<file path="config.mk">
export PLATFORM = sky130hd
export DESIGN_NAME = move_queue_speed_backprop
export DESIGN_NICKNAME = d
export VERILOG_FILES = /design/src/hdl/mqsb_pkg.sv /design/src/hdl/mqsb_ram.sv /design/src/hdl/move_queue_speed_backprop.sv
export SDC_FILE = /design/constraint.sdc
export NUM_CORES = 1
export LEC_CHECK = 0
export BUFFER_PORTS_ARGS = -buffer_cell sky130_fd_sc_hd__clkbuf_2
export CELL_PAD_IN_SITES_DETAIL_PLACEMENT = 1
export CELL_PAD_IN_SITES_GLOBAL_PLACEMENT = 2
export CORE_AREA = 4 4 163 165
export DETAILED_ROUTE_END_ITERATION = 10
export DIE_AREA = 0 0 167 169
export PLACE_DENSITY = 0.76
export SYNTH_ARGS = -nofsm -noshare
export SYNTH_HDL_FRONTEND = slang
export SYNTH_SLANG_ARGS = --single-unit
</file>
<file path="constraint.sdc">
create_clock -name clk -period 6.1 [get_ports clk]
set_clock_uncertainty 0.15 [all_clocks]
set_input_delay 0.305 -clock clk [delete_from_list [all_inputs] [get_ports clk]]
set_output_delay 0.305 -clock clk [all_outputs]
set_load 0.01 [all_outputs]
</file>
<file path="src/hdl/mqsb_pkg.sv">
// Shared types and constants for the motion queue with backward speed clamp.
package mqsb_pkg;

	localparam int SPEED_W = 16;
	localparam int STEP_W  = 15;
	localparam int OP_W    = 2;

	localparam logic [STEP_W-1:0] STEP_RESET = 15'd50;
	localparam logic signed [SPEED_W-1:0] SPEED_MAX = 16'sh7FFF;

	typedef enum logic [OP_W-1:0] {
		OP_ENQUEUE = 2'd0,
		OP_DONE    = 2'd1,
		OP_CLAMP   = 2'd2,
		OP_FLUSH   = 2'd3
	} op_t;

	typedef struct packed {
		logic rd_en;
		logic wr_en;
	} ram_ctl_t;

endpackage

</file>
<file path="src/hdl/mqsb_ram.sv">
// Speed store: one write port, one read port, registered read data.
module mqsb_ram #(
	parameter int DEPTH = 8,
	parameter int AW    = 3
) (
	input  logic                                 clk,
	input  mqsb_pkg::ram_ctl_t                   ctl,
	input  logic [AW-1:0]                        wr_addr,
	input  logic signed [mqsb_pkg::SPEED_W-1:0]  wr_data,
	input  logic [AW-1:0]                        rd_addr,
	output logic signed [mqsb_pkg::SPEED_W-1:0]  rd_data
);

	logic signed [mqsb_pkg::SPEED_W-1:0] mem_q [DEPTH];
	logic signed [mqsb_pkg::SPEED_W-1:0] rd_data_q;

	always_ff @(posedge clk) begin
		if (ctl.wr_en) begin
			mem_q[wr_addr] <= wr_data;
		end
	end

	// Read data holds until the next read is issued.
	always_ff @(posedge clk) begin
		if (ctl.rd_en) begin
			rd_data_q <= mem_q[rd_addr];
		end
	end

	assign rd_data = rd_data_q;

endmodule

</file>
<file path="src/hdl/move_queue_speed_backprop.sv">
// Top level: circular motion queue with per-entry speed and backward speed clamp.
//
//  Channel  Signals                                   Contents
//  s_axis   tvalid tready tdata[15:0] tuser[2:0]      speed; tuser = op, null_move
//  m_axis   tvalid tready tdata[31:0]                 status of the queue after the request
//  cfg      cfg_valid cfg_ready cfg_data[14:0]        slowdown_step
//
// Enqueue, move-done and flush pass through the read and load states before
// the next request is accepted. A clamp first walks the entries it visits,
// at most QUEUE_DEPTH - 1; the walk reads one speed-store entry per cycle.
// Reset clears the indices, the running flag and the controller; the speed
// store is not cleared. A result waiting on m_axis does not stop the next
// request from being taken; it only holds the block before its own result.
module move_queue_speed_backprop #(
	parameter int QUEUE_DEPTH = 8
) (
	input  logic        clk,
	input  logic        arst_n,
	input  logic        s_axis_tvalid,
	output logic        s_axis_tready,
	input  logic [15:0] s_axis_tdata,  // [15:0] speed
	input  logic [2:0]  s_axis_tuser,  // [1:0] op, [2] null_move
	output logic        m_axis_tvalid,
	input  logic        m_axis_tready,
	// [0] accepted, [1] running, [4:2] active_slot, [20:5] active_speed,
	// [23:21] queued_count, [24] full_res, [25] empty_res, [31:26] zero
	output logic [31:0] m_axis_tdata,
	input  logic        cfg_valid,
	output logic        cfg_ready,
	input  logic [14:0] cfg_data
);

	localparam int IW = (QUEUE_DEPTH > 1) ? $clog2(QUEUE_DEPTH) : 1;
	localparam logic [IW-1:0] LAST_SLOT = IW'(QUEUE_DEPTH - 1);
	localparam logic [IW:0]   DEPTH_EXT = (IW+1)'(QUEUE_DEPTH);

	typedef enum logic [1:0] {
		ST_IDLE,
		ST_WALK,
		ST_READ,
		ST_LOAD
	} state_t;

	function automatic logic [IW-1:0] ring_next(input logic [IW-1:0] x);
		return (x == LAST_SLOT) ? '0 : x + 1'b1;
	endfunction

	function automatic logic [IW-1:0] ring_prev(input logic [IW-1:0] x);
		return (x == '0) ? LAST_SLOT : x - 1'b1;
	endfunction

	state_t                                state_q;
	logic [IW-1:0]                         head_q;
	logic [IW-1:0]                         tail_q;
	logic                                  running_q;
	logic [mqsb_pkg::STEP_W-1:0]           step_q;
	logic                                  accepted_q;
	logic signed [mqsb_pkg::SPEED_W-1:0]   ramp_q;
	logic [IW-1:0]                         walk_q;
	logic                                  out_valid_q;
	logic [31:0]                           out_data_q;

	logic                                  in_fire;
	mqsb_pkg::op_t                         op;
	logic signed [mqsb_pkg::SPEED_W-1:0]   in_speed;
	logic                                  in_null;
	logic [IW-1:0]                         head_next;
	logic [IW-1:0]                         tail_prev;
	logic                                  is_full;

	mqsb_pkg::ram_ctl_t                    ram_ctl;
	logic [IW-1:0]                         wr_addr;
	logic signed [mqsb_pkg::SPEED_W-1:0]   wr_data;
	logic [IW-1:0]                         rd_addr;
	logic signed [mqsb_pkg::SPEED_W-1:0]   rd_data;

	logic signed [mqsb_pkg::SPEED_W:0]     ramp_sum;
	logic signed [mqsb_pkg::SPEED_W-1:0]   ramp_new;
	logic                                  walk_stop;
	logic [IW:0]                           diff;
	logic [IW:0]                           count;
	logic                                  out_free;

	assign s_axis_tready = (state_q == ST_IDLE);
	assign in_fire       = s_axis_tvalid && s_axis_tready;
	assign op            = mqsb_pkg::op_t'(s_axis_tuser[1:0]);
	assign in_null       = s_axis_tuser[2];
	assign in_speed      = $signed(s_axis_tdata);
	assign cfg_ready     = 1'b1;

	assign head_next = ring_next(head_q);
	assign tail_prev = ring_prev(tail_q);
	assign is_full   = (head_next == tail_q);

	// Ramp grows by the slowdown step per visited entry and saturates.
	assign ramp_sum = $signed({ramp_q[mqsb_pkg::SPEED_W-1], ramp_q})
	                + $signed({2'b00, step_q});
	assign ramp_new = (ramp_sum > $signed({1'b0, mqsb_pkg::SPEED_MAX}))
	                ? mqsb_pkg::SPEED_MAX : ramp_sum[mqsb_pkg::SPEED_W-1:0];
	// The walk ends at the first entry at or below the ramp. Walking back from
	// head, it reaches the tail entry within QUEUE_DEPTH - 1 entries, so that
	// bound needs no counter of its own.
	assign walk_stop = (rd_data <= ramp_new) || (ring_prev(walk_q) == tail_prev);

	always_comb begin
		ram_ctl = '0;
		wr_addr = head_next;
		wr_data = in_speed;
		rd_addr = tail_q;
		case (state_q)
			ST_IDLE: begin
				if (in_fire && op == mqsb_pkg::OP_ENQUEUE && !is_full) begin
					ram_ctl.wr_en = 1'b1;
				end
				if (in_fire && op == mqsb_pkg::OP_CLAMP && head_q != tail_prev) begin
					ram_ctl.rd_en = 1'b1;
					rd_addr       = head_q;
				end
			end
			ST_WALK: begin
				if (rd_data > ramp_new) begin
					ram_ctl.wr_en = 1'b1;
					wr_addr       = walk_q;
					wr_data       = ramp_new;
				end
				if (!walk_stop) begin
					ram_ctl.rd_en = 1'b1;
					rd_addr       = ring_prev(walk_q);
				end
			end
			ST_READ: begin
				ram_ctl.rd_en = 1'b1;
				rd_addr       = tail_q;
			end
			default: begin
			end
		endcase
	end

	mqsb_ram #(
		.DEPTH(QUEUE_DEPTH),
		.AW   (IW)
	) u_ram (
		.clk    (clk),
		.ctl    (ram_ctl),
		.wr_addr(wr_addr),
		.wr_data(wr_data),
		.rd_addr(rd_addr),
		.rd_data(rd_data)
	);

	assign diff     = {1'b0, head_q} - {1'b0, tail_q};
	assign count    = diff[IW] ? diff + DEPTH_EXT : diff;
	assign out_free = !out_valid_q || m_axis_tready;

	always_ff @(posedge clk or negedge arst_n) begin
		if (!arst_n) begin
			state_q     <= ST_IDLE;
			head_q      <= '0;
			tail_q      <= '0;
			running_q   <= 1'b0;
			step_q      <= mqsb_pkg::STEP_RESET;
			accepted_q  <= 1'b1;
			ramp_q      <= '0;
			walk_q      <= '0;
			out_valid_q <= 1'b0;
			out_data_q  <= '0;
		end else begin
			if (cfg_valid && cfg_ready) begin
				step_q <= cfg_data;
			end
			if (state_q == ST_LOAD && out_free) begin
				out_valid_q <= 1'b1;
			end else if (out_valid_q && m_axis_tready) begin
				out_valid_q <= 1'b0;
			end
			case (state_q)
				ST_IDLE: begin
					if (in_fire) begin
						accepted_q <= !(op == mqsb_pkg::OP_ENQUEUE && is_full);
						state_q    <= (op == mqsb_pkg::OP_CLAMP && head_q != tail_prev)
						            ? ST_WALK : ST_READ;
						case (op)
							mqsb_pkg::OP_ENQUEUE: begin
								if (!is_full && !in_null) begin
									head_q <= head_next;
									if (!running_q) begin
										tail_q    <= head_next;
										running_q <= 1'b1;
									end
								end
							end
							mqsb_pkg::OP_DONE: begin
								if (tail_q != head_q) begin
									tail_q    <= ring_next(tail_q);
									running_q <= 1'b1;
								end else begin
									running_q <= 1'b0;
								end
							end
							mqsb_pkg::OP_CLAMP: begin
								ramp_q <= in_speed;
								walk_q <= head_q;
							end
							default: begin
								tail_q    <= head_q;
								running_q <= 1'b0;
							end
						endcase
					end
				end
				ST_WALK: begin
					ramp_q <= ramp_new;
					walk_q <= ring_prev(walk_q);
					if (walk_stop) begin
						state_q <= ST_READ;
					end
				end
				ST_READ: begin
					state_q <= ST_LOAD;
				end
				ST_LOAD: begin
					if (out_free) begin
						out_data_q  <= {6'd0,
						                (tail_q == head_q) && !running_q,
						                is_full,
						                3'(count),
						                rd_data,
						                3'(tail_q),
						                running_q,
						                accepted_q};
						state_q     <= ST_IDLE;
					end
				end
				default: begin
					state_q <= ST_IDLE;
				end
			endcase
		end
	end

	assign m_axis_tvalid = out_valid_q;
	assign m_axis_tdata  = out_data_q;

endmodule

</file>
==> impl_metrics.csv, run 1 <==
group,metric,value,unit
outcome,status,"finished, final reports clean",
setup_path,critical_path.startpoint_type,"flop",
setup_path,worstPathArrival,5.91,ns
logic_synthesis,synthArstFlopShare,33.0,%
hold_path,worstHoldPathType,"primary input to flop",
setup_path,end_kind,"flop",
cts,cts-root-buf,"clkbuf_16",
sta,drv_slew,0,
placement,placed_cell_area,11500,sq um
layout,finalInstanceArea,12700,sq um
sta,setup_ws,0.315,ns
cts,clk_pin_slew,0.06,ns
logic_synthesis,yosysSeqAreaShare,57.1,%
setup_path,rrSetupSlack,0.31,ns
routing,post-route-drc-count,0,
setup_path,crit_cells,20,
logic_synthesis,synth_area,10700,sq um
cts,clk_latency,0.54,ns
flow_run,cap_violations,0,
logic_synthesis,synth.ff_latch_count,215,
layout,syn_to_final_growth,18.6,%
cts,cts_tree,"yes",
power,p_sw_share,40.3,%
power,power_frac_seq,31.1,%
routing,drtIter0Drc,464,
placement,place_ws,-0.00465,ns
setup_path,crit_type,"flop to flop",
sta,finalCriticalPeriod,5.79,ns
die,ios,74,
sta,max_freq,173,MHz
layout,antenna_cells,0,
power,power_density,586,nW/um^2
grt,grt_overflow,0,
logic_synthesis,synth_top_family_by_area,"compound AO/OA/AOI/OAI gates",
setup_path,slowest_stage,"or4_4",
layout,nets,1035,
die,die-area,28200,sq um
setup_path,regToRegEndpoint,"u_ram.rd_data[10]$_DFFE_PP_",
sta,hold_violations,0,
logic_synthesis,synth-compound-area-share,12.9,%
layout,layout_common_cells,"edfxtp_1, dfrtp_1, clkbuf_2",
logic_synthesis,synthMuxAreaShare,10.4,%
die,initial_core_util,42.7,%
sta,period_share,94.8,%
power,leakage,4.99,nW
die,num_rows,58,
power,p_int,0.00444,W
logic_synthesis,synthTopCellsByArea,"edfxtp_1, dfrtp_1, mux2_2",
logic_synthesis,synth_area_per_cell,12.8,sq um
sta,setup_viol_count_final,0,
layout,finalNonFillerCells,1297,
cts,clock_sinks,215,
grt,grt_pass1_vias,7893,
layout,drive_gt1_share,26.3,%
cts,cts_buffer_depth,3,
setup_path,crit_chain,"inv_1 -> fa_1 -> nor2b_1 -> o21ai_0 -> a21boi_1 -> o41a_1 -> o211ai_1 -> a2111o_1 -> o311a_4 -> and2_1 -> ha_1 -> nand4_1 -> or4_4 -> o311ai_2 -> a211o_1 -> and3_4 -> buf_12 -> mux2_2 -> o22ai_1 -> a221oi_2",
logic_synthesis,netlist.area_leader.share,40.4,%
sta,tns,0,ns
logic_synthesis,synth_edf_count,144,
die,die_x,167,microns
setup_path,worst-path-buf-inv,2,
setup_path,max_stage_delay,0.60,ns
placement,dp.cells,1226,
power,p_clk_share,19.3,%
die,design.core.area,25000,sq um
grt,grt_pass1_wl,45.2,mm
cts,cts_buffers,24,
sta,max-slew-margin-rel,35.3,%
layout,nFillCells,2573,
routing,wl,29.1,mm
logic_synthesis,synth_warnings,0,
cts,htree_levels,1,
logic_synthesis,ys.flop_type,"edfxtp_1",
layout,layout_commonest_cell,"edfxtp_1",
power,switching_power,0.00300,W
routing,ant_nets,0,
layout,regArea,6110,sq um
sta,worstMarginPinSlew,0.971,ns
power,total_power,0.00744,W
placement,io_buffer_count,66,
logic_synthesis,synthCells,833,
routing,wl_per_cell,22.4,microns
logic_synthesis,yosysUniqueCellTypes,79,
setup_path,crit_family,"compound AO/OA/AOI/OAI gates",
hold_path,min_to,"ramp_q[8]$_DFFE_PN0P_",
setup_path,worstPathRequired,6.23,ns
placement,place_hpwl,19.9,mm
logic_synthesis,synthSimpleGateAreaFrac,9.08,%
routing,vias,7301,
die,die_h,169,microns
placement,place.gp.congestion,0.894,
hold_path,min_from,"s_axis_tdata[8]",
grt,grt_start_max_net_pins,72,
setup_path,rr_worst_depth,20,
logic_synthesis,synth_top_area_cell,"edfxtp_1",
layout,multi_input_area,4340,sq um
routing,via_per_inst,5.63,
power,ir_drop,255,uV
grt,antenna_found_initial,0,
logic_synthesis,synthXorXnorAreaFrac,1.39,%
routing,first_pass_iters,5,
grt,groute.usage.overall,20.2,%
setup_path,crit_fanout,18,
hold_path,hold_depth,4,
logic_synthesis,synth_fa_ha_area_share,5.64,%
power,comb_power_share,49.6,%
setup_path,reg2reg_from,"step_q[1]$_DFFE_PN1P_",
[timing repair]
action,CTS,global route
gates cloned,0,2
hold endpoints to repair,85,0
gates resized for setup,1,18
pin swaps,0,5
buffers inserted,0,6
setup endpoints to repair,9,191
hold buffers,19,0
[cell usage after synthesis (4+ instances only)]
cell,number
a21o_1,7
a21oi_1,49
a221oi_1,7
a221oi_2,10
a31oi_1,15
and2_1,15
and3_1,4
buf_2,5
buf_4,8
buf_6,4
clkbuf_1,19
dfrtp_1,67
dfstp_2,4
edfxtp_1,144
ha_1,45
inv_1,26
mux2_1,6
mux2_2,52
mux2_4,9
mux2i_1,32
nand2_1,38
nand2b_1,8
nand3_1,15
nand4_1,4
nor2_1,42
nor2b_1,10
nor3_1,12
nor4_1,8
o211ai_1,9
o21ai_0,44
o22ai_1,17
or3_1,14
xnor2_1,8
xor2_1,9
[state kept, by name, indices dropped and copies added (netlist names), 2 cells and up]
name / count
u_ram.mem_q: 128
m_axis_tdata: 26
ramp_q: 16
u_ram.rd_data: 16
step_q: 15
head_q: 3
tail_q: 3
walk_q: 3
state_q: 2
[power groups by stage]
stage / sequential [W] / combinational (W) / clock (W)
2_1_floorplan: 0.00226 / 0.00249 / 0
3_5_place_dp: 0.00234 / 0.00348 / 0
6_report: 0.00231 / 0.00369 / 0.00143
5_1_grt: 0.00235 / 0.00406 / 0.00153
4_1_cts: 0.00232 / 0.00352 / 0.00147
3_3_place_gp: 0.00232 / 0.00334 / 0
[worst register-to-register path, stage by stage, from the launching register on]
cell and delay (ns):
dfstp_2 0.53, inv_1 0.06, fa_1 0.45, nor2b_1 0.13, o21ai_0 0.12, a21boi_1 0.20, o41a_1 0.22, o211ai_1 0.18
a2111o_1 0.44, o311a_4 0.18, and2_1 0.19, ha_1 0.32, nand4_1 0.26, or4_4 0.60, o311ai_2 0.16, a211o_1 0.19
and3_4 0.30, buf_12 0.21, mux2_2 0.36, o22ai_1 0.21, a221oi_2 0.06
[routing by layer]
layer | share of wire (%) | up-vias | global-route usage, %
met5 | 0 | - | 0
met4 | 2.3 | 0 | 4.41
met3 | 4.4 | 43 | 2.97
met2 | 49 | 153 | 35.2
met1 | 44 | 3719 | 27.0
li1 | - | 3386 | -
[cell type report]
type	count	area share [%]
repair buffers	128	7.46
well taps	330	3.25
multi-input cells	554	34.2
clock buffers	31	5.02
clock inverters	13	1.21
inverters	26	0.769
flip-flops and latches	215	48.1
[metrics by stage]
step	hold WS [ns]	util [%]
after detailed placement	0.322	46.0
after CTS	0.0206	50.0
after global placement	0.311	46.0
after floorplan	-0.141	-
after global routing	0.0389	50.7
final	0.0383	50.7
[cells by family after synthesis]
| family | after synthesis |
|---|---|
| flops | 215 |
| xor+xnor | 17 |
| mux | 99 |
| fa+ha+maj | 47 |
| simple gates | 186 |
| buf+inv | 69 |
| other cells | 2 |
| compound gates | 198 |
[how the worst max path moves through the flow]
stage	slack (ns)	startpoint	to
floorplan	0.52	step_q[1]$_DFFE_PN1P_	u_ram.mem_q[0][0]$_DFFE_PP_
global placement	0.17	step_q[1]$_DFFE_PN1P_	u_ram.rd_data[0]$_DFFE_PP_
detailed placement	-0.005	step_q[1]$_DFFE_PN1P_	u_ram.rd_data[0]$_DFFE_PP_
CTS	0.0003	step_q[1]$_DFFE_PN1P_	u_ram.rd_data[7]$_DFFE_PP_
global route	-0.07	step_q[1]$_DFFE_PN1P_	u_ram.rd_data[14]$_DFFE_PP_
finish	0.31	step_q[1]$_DFFE_PN1P_	u_ram.rd_data[10]$_DFFE_PP_
Power figures use the tool's default switching activity.
==> run 2: changes to the inputs <==
--- a/config.mk
+++ b/config.mk
@@ -8,10 +8,12 @@
 export BUFFER_PORTS_ARGS = -buffer_cell sky130_fd_sc_hd__clkbuf_2
 export CELL_PAD_IN_SITES_DETAIL_PLACEMENT = 1
 export CELL_PAD_IN_SITES_GLOBAL_PLACEMENT = 2
-export CORE_AREA = 4 4 163 165
+export CORE_AREA = 4 4 162 164
 export DETAILED_ROUTE_END_ITERATION = 10
-export DIE_AREA = 0 0 167 169
-export PLACE_DENSITY = 0.76
+export DIE_AREA = 0 0 166 168
+export MAX_ROUTING_LAYER = met4
+export PLACE_DENSITY = 0.75
 export SYNTH_ARGS = -nofsm -noshare
 export SYNTH_HDL_FRONTEND = slang
+export SYNTH_HIERARCHICAL = 1
 export SYNTH_SLANG_ARGS = --single-unit
==> impl_metrics.csv, run 2 <==
group,metric,value,unit
logic_synthesis,synthCells,766,
logic_synthesis,synth_top_area_cell,"edfxtp_1",
die,initial_core_util,42.4,%
die,design.core.area,24900,sq um
logic_synthesis,synthTopCellsByCount,"edfxtp_1, dfrtp_1, mux2_2, nor2_1, ha_1",
cts,cts_buffers,24,
logic_synthesis,synth.most_common_cell,"edfxtp_1",
sta,max_freq,161,MHz
layout,nFillCells,2490,
cts,clk_latency,0.54,ns
setup_path,worstPathRequired,6.24,ns
hold_path,min_from,"s_axis_tdata[9]",
flow_run,cap_violations,0,
routing,wl,28.2,mm
logic_synthesis,synth.ff_latch_count,215,
sta,hold_violations,0,
die,ios,74,
power,ir_drop,262,uV
setup_path,critical_path.startpoint_type,"flop",
sta,drv_slew,0,
sta,rsz0062_at_grt,"true",
layout,finalNonFillerCells,1264,
die,die_h,168,microns
routing,wl_per_cell,22.3,microns
layout,layout_common_cells,"edfxtp_1, dfrtp_1, clkbuf_2",
hold_path,hold_depth,3,
layout,antenna_cells,0,
cts,cts_tree,"yes",
sta,period_share,102,%
setup_path,end_kind,"flop",
logic_synthesis,synthArstFlopShare,33.0,%
sta,setup_ws,-0.0945,ns
layout,largest_register_ff_count,128,
routing,wl_met2,13.9,mm
grt,grt_pass1_vias,7539,
logic_synthesis,synth_edf_count,144,
grt,grt_overflow,0,
routing,via_per_inst,5.40,
routing,drt-met1-wl,12.4,mm
hold_path,worstHoldPathType,"primary input to flop",
setup_path,rr_worst_depth,23,
setup_path,crit_fanout,8,
layout,max_flop_register,"u_ram/mem_q",
die,num_rows,58,
layout,drive_gt1_share,33.6,%
outcome,violations,"setup timing",
logic_synthesis,ys.flop_type,"edfxtp_1",
grt,groute.usage.overall,20.8,%
sta,finalCriticalPeriod,6.19,ns
placement,place.gp.congestion,0.847,
outcome,status,"finished, violations left",
die,die-area,27900,sq um
grt,grt_pass1_wl,44.2,mm
sta,setup_viol_count_final,14,
cts,cts_buffer_depth,3,
grt,grt_start_max_net_pins,72,
sta,tns,-0.851,ns
power,leakage,5.11,nW
routing,wl_met3,1.22,mm
sta,max-slew-margin-rel,35.8,%
layout,nets,1002,
logic_synthesis,yosysUniqueCellTypes,61,
cts,clk_pin_slew,0.06,ns
layout,multi_input_area,4350,sq um
setup_path,regToRegEndpoint,"u_ram/rd_data[11]$_DFFE_PP_",
cts,htree_levels,1,
placement,dp.cells,1179,
layout,regArea,6110,sq um
routing,ant_nets,0,
routing,top_layer_used,"met4",
power,power_density,605,nW/um^2
cts,cts-root-buf,"clkbuf_16",
layout,layout_commonest_cell,"edfxtp_1",
logic_synthesis,synthTopCellsByArea,"edfxtp_1, dfrtp_1, mux4_1",
die,die_x,166,microns
grt,antenna_found_initial,0,
sta,worstMarginPinSlew,0.963,ns
routing,first_pass_iters,4,
routing,drtIter0Drc,410,
layout,syn_to_final_growth,23.9,%
cts,clock_sinks,215,
logic_synthesis,synth_area_per_cell,13.8,sq um
logic_synthesis,synth_area,10500,sq um
logic_synthesis,synth_warnings,6,
setup_path,crit_type,"flop to flop",
routing,vias,6831,
sta,fin_hold_ws,0.0276,ns
setup_path,rrSetupSlack,-0.09,ns
hold_path,min_to,"ramp_q[9]$_DFFE_PN0P_",
logic_synthesis,netlist.area_leader.share,41.0,%
setup_path,worstPathArrival,6.33,ns
logic_synthesis,yosysSeqAreaShare,57.9,%
setup_path,reg2reg_from,"step_q[1]$_DFFE_PN1P_",
placement,io_buffer_count,66,
placement,place_hpwl,18.6,mm
routing,post-route-drc-count,0,
run 2: cell count changes in the layout (fill, tap and decap cells not counted), sizes merged, moves of 7 or more:
cell,before,now
dlygate4sd3,19,26
mux4,0,32
mux2,67,60
or3,15,2
a221oi,17,0
mux2i,32,10
o22ai,17,1
buf,42,75
o21ai,46,32
nand3,15,7
run 2: logic make-up after synthesis:
logic type	Yosys count	share of synthesized area, %
buffers and inverters	68	3.04
adder cells (fa/ha/maj)	47	5.72
XOR/XNOR	20	1.66
multiplexers	102	15.2
flip-flops	215	57.9
AO/OA/AOI/OAI	142	8.51
other	2	0.0712
AND/OR/NAND/NOR	170	7.90
run 2: metal layers:
layer / track usage, % / up-vias
li1: - / 3168
met1: 27.2 / 3464
met2: 34.7 / 157
met3: 3.08 / 42
met4: 5.13 / 0
met5: - / -
run 2: report_power, final:
| group | internal, W | switching (W) | total [W] |
|---|---|---|---|
| Sequential | 0.00202 | 0.000253 | 0.00227 |
| Combinational | 0.00212 | 0.00208 | 0.00420 |
| Clock | 0.000842 | 0.000593 | 0.00144 |
| Total | 0.00498 | 0.00293 | 0.00791 |
run 2: repair_timing:
item,in CTS,in global routing
hold endpoints to repair,93,0
pin swaps,8,5
gates resized for setup,67,30
setup endpoints to repair,89,137
buffers inserted,11,3
cloned,4,0
hold buffers,26,0
run 2: through the flow:
| step | util (%) | setup slack [ns] | total power (W) | instance area (sq um) |
|---|---|---|---|---|
| after CTS | 52.6 | -0.172 | 0.00796 | 13100 |
| after global placement | 46.9 | -0.182 | 0.00567 | 11700 |
| after global routing | 52.5 | -0.305 | 0.00847 | 13100 |
| final | 52.5 | -0.0945 | 0.00791 | 13100 |
| after floorplan | - | 0.0279 | 0.00453 | 10600 |
| after detailed placement | 46.9 | -0.333 | 0.00583 | 11700 |
run 2: how the worst max path moves through the flow:
stage | from | end | slack [ns] | cells past startpoint
after global placement | step_q[1]$_DFFE_PN1P_ | u_ram/rd_data[7]$_DFFE_PP_ | -0.18 | 21
after detailed placement | step_q[1]$_DFFE_PN1P_ | u_ram/rd_data[7]$_DFFE_PP_ | -0.33 | 21
after floorplan | step_q[1]$_DFFE_PN1P_ | u_ram/rd_data[1]$_DFFE_PP_ | 0.03 | 22
final | step_q[1]$_DFFE_PN1P_ | u_ram/rd_data[11]$_DFFE_PP_ | -0.09 | 23
after global routing | step_q[1]$_DFFE_PN1P_ | u_ram/rd_data[11]$_DFFE_PP_ | -0.30 | 23
after CTS | step_q[0]$_DFFE_PN0P_ | u_ram/rd_data[14]$_DFFE_PP_ | -0.17 | 24
run 2: cell type report:
class	instances	area share [%]
Clock buffer	32	4.98
Clock inverter	12	1.09
Inverter	20	0.574
Multi-Input combinational cell	488	33.3
Sequential cell	215	46.7
Tap cell	330	3.16
Timing Repair Buffer	167	10.2
run 2: worst max-delay path, cell delays in order, from the launching register on:
cell and delay, ns:
dfstp_2 0.54, inv_2 0.05, fa_2 0.41, nor2b_4 0.15
o2111ai_4 0.16, a2111oi_4 0.37, buf_4 0.17, o31ai_2 0.05
a221o_2 0.39, buf_6 0.16, and2_4 0.14, ha_4 0.14
a21o_1 0.16, a21o_1 0.18, a221o_1 0.37, or4_4 0.45
a211o_4 0.36, mux2i_1 0.12, o211ai_1 0.19, buf_4 0.17
buf_6 0.12, buf_12 0.15, mux4_2 0.51, mux2_4 0.28
==> run 3: changes to the inputs <==
--- a/config.mk
+++ b/config.mk
@@ -12,7 +12,7 @@
 export DETAILED_ROUTE_END_ITERATION = 10
 export DIE_AREA = 0 0 166 168
 export MAX_ROUTING_LAYER = met4
-export PLACE_DENSITY = 0.75
+export PLACE_DENSITY = 0.88
 export SYNTH_ARGS = -nofsm -noshare
 export SYNTH_HDL_FRONTEND = slang
 export SYNTH_HIERARCHICAL = 1
==> impl_metrics.csv, run 3 (synthesis results as in run 2) <==
group,metric,value,unit
cts,cts_buffers,23,
layout,layout_commonest_cell,"edfxtp_1",
die,ios,74,
placement,place.gp.congestion,0.827,
layout,syn_to_final_growth,23.9,%
routing,drtIter0Drc,527,
layout,drive_gt1_share,33.3,%
grt,grtUsageMet1,26.8,%
grt,grt_pass1_wl,44.7,mm
hold_path,worstHoldPathType,"primary input to flop",
setup_path,critical_path.startpoint_type,"flop",
die,die_h,168,microns
routing,post-route-drc-count,0,
sta,tns,-0.815,ns
routing,vias,6973,
sta,period_share,102,%
placement,place_hpwl,18.9,mm
die,die_x,166,microns
die,design.core.area,24900,sq um
sta,finalCriticalPeriod,6.22,ns
layout,nets,991,
routing,first_pass_iters,4,
outcome,status,"finished, violations left",
sta,max-slew-margin-rel,34.5,%
cts,clk_latency,0.53,ns
outcome,violations,"setup timing",
layout,final_core_utilization,52.5,%
sta,hold_violations,0,
cts,clock_sinks,215,
routing,wl_per_cell,23.1,microns
setup_path,crit_fanout,7,
grt,grtUsageMet2,36.0,%
layout,layout_common_cells,"edfxtp_1, dfrtp_1, clkbuf_2",
setup_path,crit_type,"flop to flop",
die,die-area,27900,sq um
cts,cts_buffer_depth,3,
cts,cts-root-buf,"clkbuf_16",
grt,antenna_found_initial,0,
grt,grt_use_met3,3.22,%
setup_path,worstPathRequired,6.23,ns
placement,io_buffer_count,66,
layout,max_flop_register,"u_ram/mem_q",
grt,grt_pass1_vias,7435,
power,ir_drop,243,uV
cts,clk_pin_slew,0.06,ns
cts,cts_tree,"yes",
sta,rsz0062_at_grt,"true",
grt,grt_start_max_net_pins,72,
placement,dp.cells,1178,
flow_run,cap_violations,0,
setup_path,end_kind,"flop",
grt,groute.usage.overall,21.1,%
cts,htree_levels,1,
die,num_rows,58,
die,initial_core_util,42.4,%
placement,placed_cell_area,11700,sq um
grt,grt-busiest-layer,"met2",
routing,via_per_inst,5.57,
layout,finalInstanceArea,13100,sq um
sta,setup_ws,-0.123,ns
sta,setup_viol_count_final,16,
routing,wl,29.0,mm
layout,largest_register_ff_count,128,
power,power_density,620,nW/um^2
sta,max_freq,161,MHz
setup_path,rrSetupSlack,-0.12,ns
layout,antenna_cells,0,
setup_path,worstPathArrival,6.36,ns
layout,finalNonFillerCells,1252,
power,leakage,5.12,nW
grt,grt_overflow,0,
routing,ant_nets,0,
sta,drv_slew,0,
sta,worstMarginPinSlew,0.983,ns
[run 3: changes by cell type in the layout (fill, tap and decap cells not counted), moves of 2 or more]
cell / previous run / this run
buf_4: 58 / 51
dlygate4sd3_1: 26 / 20
mux2_2: 48 / 43
mux2_4: 12 / 17
and2_4: 10 / 7
bufinv_16: 2 / 5
and2_1: 8 / 10
buf_12: 11 / 13
buf_16: 0 / 2
clkbuf_1: 6 / 4
clkbuf_16: 25 / 23
ha_4: 10 / 8
mux4_1: 2 / 4
mux4_2: 30 / 28
[run 3: report_power, final]
part | total, W | switching, W | internal (W)
Clock | 0.00153 | 0.000590 | 0.000936
Sequential | 0.00229 | 0.000267 | 0.00202
Combinational | 0.00429 | 0.00214 | 0.00215
Total | 0.00810 | 0.00300 | 0.00511
[run 3: cell type report]
class,count,area (sq um)
timing repair buffer,157,1290
multi-input combinational,488,4350
clock buffer,29,618
inverter,20,75.1
sequential,215,6110
fill,2483,11800
tap,330,413
clock inverter,13,209
[run 3: repair_timing]
action,in CTS,in global routing
gates cloned,3,0
hold endpoints to repair,86,0
setup endpoints to repair,110,144
resized for setup,60,28
buffers inserted,6,3
hold buffers,20,0
pin swaps,11,9
[run 3: worst paths after layout]
kind,cells past startpoint,to,from
setup / recovery,23,u_ram/rd_data[0]$_DFFE_PP_,step_q[1]$_DFFE_PN1P_
hold / removal,3,ramp_q[15]$_DFFE_PN0P_,s_axis_tdata[15]
setup reg to reg,23,u_ram/rd_data[0]$_DFFE_PP_,step_q[1]$_DFFE_PN1P_
hold reg to reg,2,m_axis_tdata[2]$_DFFE_PN0P_,m_axis_tdata[2]$_DFFE_PN0P_
max in group asynchronous,2,m_axis_tdata[15]$_DFFE_PN0P_,arst_n
min in group asynchronous,2,running_q$_DFFE_PN0P_,arst_n
[run 3: metrics by stage]
step           power, W  setup slack (ns)  hold WS (ns)
5_1_grt         0.00861            -0.283        0.0201
3_5_place_dp    0.00585            -0.295         0.326
4_1_cts         0.00794           -0.0503       0.00118
2_1_floorplan   0.00453            0.0279        -0.141
3_3_place_gp    0.00570            -0.138         0.312
6_report        0.00810            -0.123        0.0102
[run 3: routing by layer]
| layer | routed length [microns] | vias up |
|---|---|---|
| met4 | 686 | 0 |
| li1 | - | 3158 |
| met3 | 1240 | 50 |
| met1 | 12300 | 3574 |
| met5 | 0 | - |
| met2 | 14700 | 191 |
[run 3: worst max-delay path, cell delays in order, from the launching register on]
cell	delay (ns)
dfstp_2	0.54
inv_2	0.05
fa_2	0.41
nor2b_4	0.15
o2111ai_4	0.14
a2111oi_4	0.37
buf_4	0.17
o31ai_2	0.05
a221o_2	0.40
buf_6	0.16
and2_4	0.13
ha_4	0.21
a21oi_1	0.18
o21ai_2	0.09
a221o_1	0.34
or4_4	0.43
a211o_4	0.35
mux2i_1	0.13
o211ai_1	0.27
buf_6	0.21
buf_12	0.12
buf_16	0.13
mux4_2	0.51
mux2_4	0.28
